--- src/rtl/fxa_pkg.sv ---
// package for the q24.8 fixed-point alu: operation codes, widths, pipeline payload types
// no dependencies
`timescale 1ns / 1ps

package fxa_pkg;

    localparam int DATA_W    = 32;
    localparam int MODE_W    = 4;
    localparam int FRAC_BITS = 8;
    // quotient bits produced by the division chain (the numerator 2*|a|<<f + |b| fits in 41 bits)
    localparam int QUO_W     = 63;

    localparam logic [MODE_W-1:0] OP_ADD  = 4'd0;
    localparam logic [MODE_W-1:0] OP_SUB  = 4'd1;
    localparam logic [MODE_W-1:0] OP_MUL  = 4'd2;
    localparam logic [MODE_W-1:0] OP_DIV  = 4'd3;
    localparam logic [MODE_W-1:0] OP_MIN  = 4'd4;
    localparam logic [MODE_W-1:0] OP_MAX  = 4'd5;
    localparam logic [MODE_W-1:0] OP_INC  = 4'd6;
    localparam logic [MODE_W-1:0] OP_DEC  = 4'd7;
    localparam logic [MODE_W-1:0] OP_TOI  = 4'd8;
    localparam logic [MODE_W-1:0] OP_FROMI = 4'd9;

    // operation state carried through the division cells
    typedef struct packed {
        logic                    neg;   // sign of the final result
        logic [QUO_W:0]          rem;   // partial remainder (2*num scale)
        logic [QUO_W-1:0]        quo;   // quotient bits so far
        logic [DATA_W:0]         den2;  // 2*|b|
        logic [QUO_W-1:0]        num;   // 2*|a|<<f + |b|, consumed msb first
    } t_div;

    // finished or pass-through result with flags
    typedef struct packed {
        logic [DATA_W-1:0] result;
        logic              less;
        logic              equal;
        logic              greater;
        logic              overflow;
        logic              div_zero;
    } t_res;

endpackage

--- src/rtl/fxa_cell.sv ---
// one cell of the alu chain: STEPS restoring division steps plus a pass-along of the item
// depends on fxa_pkg
`timescale 1ns / 1ps

module fxa_cell #(
    parameter int STEPS = 4
) (
    input  logic             i_clk,
    input  logic             i_rst_n,
    input  logic             i_en,
    input  logic             i_valid,
    input  logic             i_is_div,
    input  fxa_pkg::t_div    i_div,
    input  fxa_pkg::t_res    i_res,
    output logic             o_valid,
    output logic             o_is_div,
    output fxa_pkg::t_div    o_div,
    output fxa_pkg::t_res    o_res
);

    fxa_pkg::t_div n_div;
    fxa_pkg::t_div r_div;
    fxa_pkg::t_res r_res;
    logic          r_valid;
    logic          r_is_div;

    // restoring division steps, one quotient bit each
    always_comb begin
        logic [fxa_pkg::QUO_W:0] trial;
        n_div = i_div;
        for (int s = 0; s < STEPS; s++) begin
            trial = {n_div.rem[fxa_pkg::QUO_W-1:0], n_div.num[fxa_pkg::QUO_W-1]};
            n_div.num = {n_div.num[fxa_pkg::QUO_W-2:0], 1'b0};
            if (trial >= {{(fxa_pkg::QUO_W-fxa_pkg::DATA_W){1'b0}}, n_div.den2}) begin
                n_div.rem = trial - {{(fxa_pkg::QUO_W-fxa_pkg::DATA_W){1'b0}}, n_div.den2};
                n_div.quo = {n_div.quo[fxa_pkg::QUO_W-2:0], 1'b1};
            end else begin
                n_div.rem = trial;
                n_div.quo = {n_div.quo[fxa_pkg::QUO_W-2:0], 1'b0};
            end
        end
    end

    // control
    always_ff @(posedge i_clk) begin
        if (!i_rst_n) begin
            r_valid <= 1'b0;
        end else if (i_en) begin
            r_valid <= i_valid;
        end
    end

    // payload
    always_ff @(posedge i_clk) begin
        if (i_en) begin
            r_is_div <= i_is_div;
            r_div    <= n_div;
            r_res    <= i_res;
        end
    end

    assign o_valid  = r_valid;
    assign o_is_div = r_is_div;
    assign o_div    = r_div;
    assign o_res    = r_res;

endmodule

--- config.mk ---
export PLATFORM = sky130hd
export DESIGN_NAME = fxa_cell
export DESIGN_NICKNAME = d
export VERILOG_FILES = /design/src/rtl/fxa_pkg.sv /design/src/rtl/fxa_cell.sv
export SDC_FILE = /design/constraint.sdc
export NUM_CORES = 1
export LEC_CHECK = 0
export ABC_AREA = 1
export BUFFER_PORTS_ARGS = -buffer_cell sky130_fd_sc_hd__buf_2
export CAP_MARGIN = 10
export CELL_PAD_IN_SITES_DETAIL_PLACEMENT = 1
export CELL_PAD_IN_SITES_GLOBAL_PLACEMENT = 1
export CORE_AREA = 3 3 249 251
export CTS_CLUSTER_DIAMETER = 200
export DETAILED_ROUTE_END_ITERATION = 10
export DIE_AREA = 0 0 252 254
export PLACE_DENSITY_LB_ADDON = 0.1
export SYNTH_ARGS = -nofsm -noshare
export SYNTH_HDL_FRONTEND = slang
export SYNTH_SLANG_ARGS = --single-unit
--- constraint.sdc ---
create_clock -name i_clk -period 16.1 [get_ports i_clk]
set_clock_uncertainty 0.15 [all_clocks]
set_input_delay 2.415 -clock i_clk [delete_from_list [all_inputs] [get_ports i_clk]]
set_output_delay 2.415 -clock i_clk [all_outputs]
set_load 0.01 [all_outputs]
==> impl_metrics.tcl <==
set metrics [dict create \
    status "finished, final reports clean" \
    ys_top_cells_by_area "edfxtp_1 33%, nand2_1 17%, inv_1 9.0%" \
    die_h_um 254 \
    cts_buffers 30 \
    syn_area_per_cell_sq_um 6.774 \
    grt_pass1_wl_um 159100 \
    ys_ff_latch 259 \
    p_leak_nw 13.60 \
    htree_levels 1 \
    finalCriticalPeriod_ns 15.05 \
    critical_path.most_common_cell "nand2_1" \
    cp_slowest_cell "ha_1" \
    grt_overflow 0 \
    cts_hold_buf 0 \
    setup_viol 0 \
    critPathKind "in -> reg" \
    arrival_ns 15.25 \
    fmax_ghz 0.06643 \
    antenna_found_initial 15 \
    maxSlewViolCount 0 \
    post-dp-hpwl_um 96390 \
    drt-total-wl_um 111300 \
    coreArea_sq_mm 0.06013 \
    worst_pin_slew_ns 0.9597 \
    ys_seq_area_share_pct 33.21 \
    yosys.area.top_type_share_pct 33.12 \
    insertion_delay_ns 0.61 \
    cp.depth 76 \
    fin_util_pct 46.48 \
    synth_cell_types 53 \
    crit_path_max_fanout 56 \
    ios 529 \
    die_w_um 252 \
    min_period_over_period_pct 93.49 \
    route.detailed.drc 0 \
    timing.hold.ws_ns 0.4220 \
    cts_sinks 259 \
    gp_congestion 0.9928 \
    synth_top_cell_by_area "edfxtp_1" \
    synth-edff-count 258 \
    netlist_area_sq_mm 0.02339 \
    track_usage_pct 33.55 \
    crit_family "simple AND/OR/NAND/NOR gates" \
    cp.required_ns 16.30 \
    cts_tree "built" \
    grt_pass1_vias 24845 \
    async_flop_share_pct 0 \
    finalHoldViolCount 0 \
    slowest_delay_ns 0.49 \
    layout.cells.most_common "nand2_1" \
    rows 90 \
    port_buffers 519 \
    drv_cap 0 \
    synth_ff_type "edfxtp_1" \
    clock_path_buffers 3 \
    reg2reg_depth 2 \
    drtIter0Drc 1609 \
    peakVddDrop_uv 120.9 \
    clk_pin_slew_ns 0.07 \
    hold_class "reg -> reg" \
    nets 4379 \
    ctsResizeCount 0 \
    worstSetupEndpointType "register" \
    clockRootBuffer "clkbuf_16" \
    initial_core_util_pct 38.90 \
    netlist_instances 3453 \
    slew_headroom_pct 36.02 \
    drive_gt1_share_pct 16.82 \
    fillers 8127 \
    post-place-ws_ns -0.01971 \
    post-cts-setup-buffer-count 0 \
    cp_num_buf_inv 14 \
    rsz0062_at_grt "no" \
    syn2layout_area_growth_pct 19.50 \
    grt_max_degree 123 \
    post_drt_wl_per_cell_um 23.26 \
    via_count 25361 \
    power_mw 4.526 \
    first_pass_iters 5 \
    dieArea_sq_mm 0.06401 \
    synth_warnings 0 \
    worst_slack_ns 1.048 \
    critPathLaunchType "input port" \
    power_density_mw_per_mm2 161.9 \
    holdPathStages 2 \
    avgViaCountPerCell 5.298 \
    drtAntennaViolNets 0 \
    final_cell_mix "1057 x nand2_1, 563 x inv_1, 518 x buf_2" \
]
-- final cells by class --
cell class	instances	area (sq um)	area share, %
multi-input cells	2576	13220	47.28
flip-flops and latches	259	7767	27.79
repair buffers	534	2746	9.826
inverters	576	2163	7.740
well taps	782	978.4	3.501
clock buffers	34	765.7	2.740
clock inverters	22	304.0	1.088
diodes	4	10.01	0.03581
-- worst paths after layout --
| check | from | to | slack (ns) |
|---|---|---|---|
| hold reg to reg | o_valid$_SDFFE_PN0P_ | o_valid$_SDFFE_PN0P_ | 0.42 |
| hold / removal | o_valid$_SDFFE_PN0P_ | o_valid$_SDFFE_PN0P_ | 0.42 |
| setup / recovery | i_div[95] | o_div[177]$_DFFE_PP_ | 1.05 |
| setup reg to reg | o_valid$_SDFFE_PN0P_ | o_valid$_SDFFE_PN0P_ | 15.26 |
-- per-layer routing --
| metal | up-vias | global-route usage [%] | share of wire (%) |
|---|---|---|---|
| met5 | - | 0 | 0.012 |
| li1 | 12225 | - | - |
| met2 | 746 | 56.71 | 46 |
| met1 | 12208 | 43.69 | 44 |
| met3 | 180 | 3.459 | 4.9 |
| met4 | 2 | 14.70 | 5.3 |
-- sequential cells by signal, summed over array words and instances (netlist names) --
name      flops
o_res        37
o_valid       1
o_is_div      1
o_div       220
-- Yosys cell counts (6+ instances only) --
library cell,count
nand2_1,1057
inv_1,563
nor2_1,397
edfxtp_1,258
nand3_1,222
o21ai_0,161
a21oi_1,149
ha_1,132
xnor2_1,76
nand4_1,59
xor2_1,56
o21ai_1,51
nor3_1,29
nand3b_1,26
nand3_2,24
a31oi_1,23
nor2_2,21
clkbuf_1,20
buf_6,11
nand2_2,11
inv_2,8
o21a_1,8
buf_2,7
nor4_1,7
o211ai_1,7
or2_2,7
buf_4,6
nor2_4,6
-- worst register-to-register path, stage by stage (launching register included) --
cell	delay, ns
dfxtp_1	0.31
o21ai_0	0.17
a21oi_1	0.06
-- logic make-up (layout without fill, tap and decap cells) --
logic type | Yosys count | count (layout) | share of synthesized area, %
AOI/OAI and AO/OA | 423 | 423 | 9.634
adders and majority gates | 136 | 136 | 7.403
DFF | 259 | 259 | 33.21
buffers and inverters | 621 | 1166 | 10.45
xor gates and xnor gates | 132 | 132 | 4.943
other | 1 | 8 | 0.01603
and+or+nand+nor | 1881 | 1881 | 34.34
-- metrics by stage --
stage	setup TNS (ns)	instance area, sq um	cells
final	0	27950	4787
after detailed placement	-0.01971	26830	4727
after CTS	0	27900	4783
after floorplan	0	23400	3456
after global routing	0	27950	4785
after global placement	0	26830	4727
-- power breakdown --
group	switching [mW]	leakage [nW]	internal, mW	total, mW
clock network	0.294	0.515	0.442	0.736
logic	1.88	10.6	0.948	2.83
registers	0.0357	2.53	0.929	0.965
total	2.21	13.6	2.32	4.53
Power figures use the tool's default switching activity.
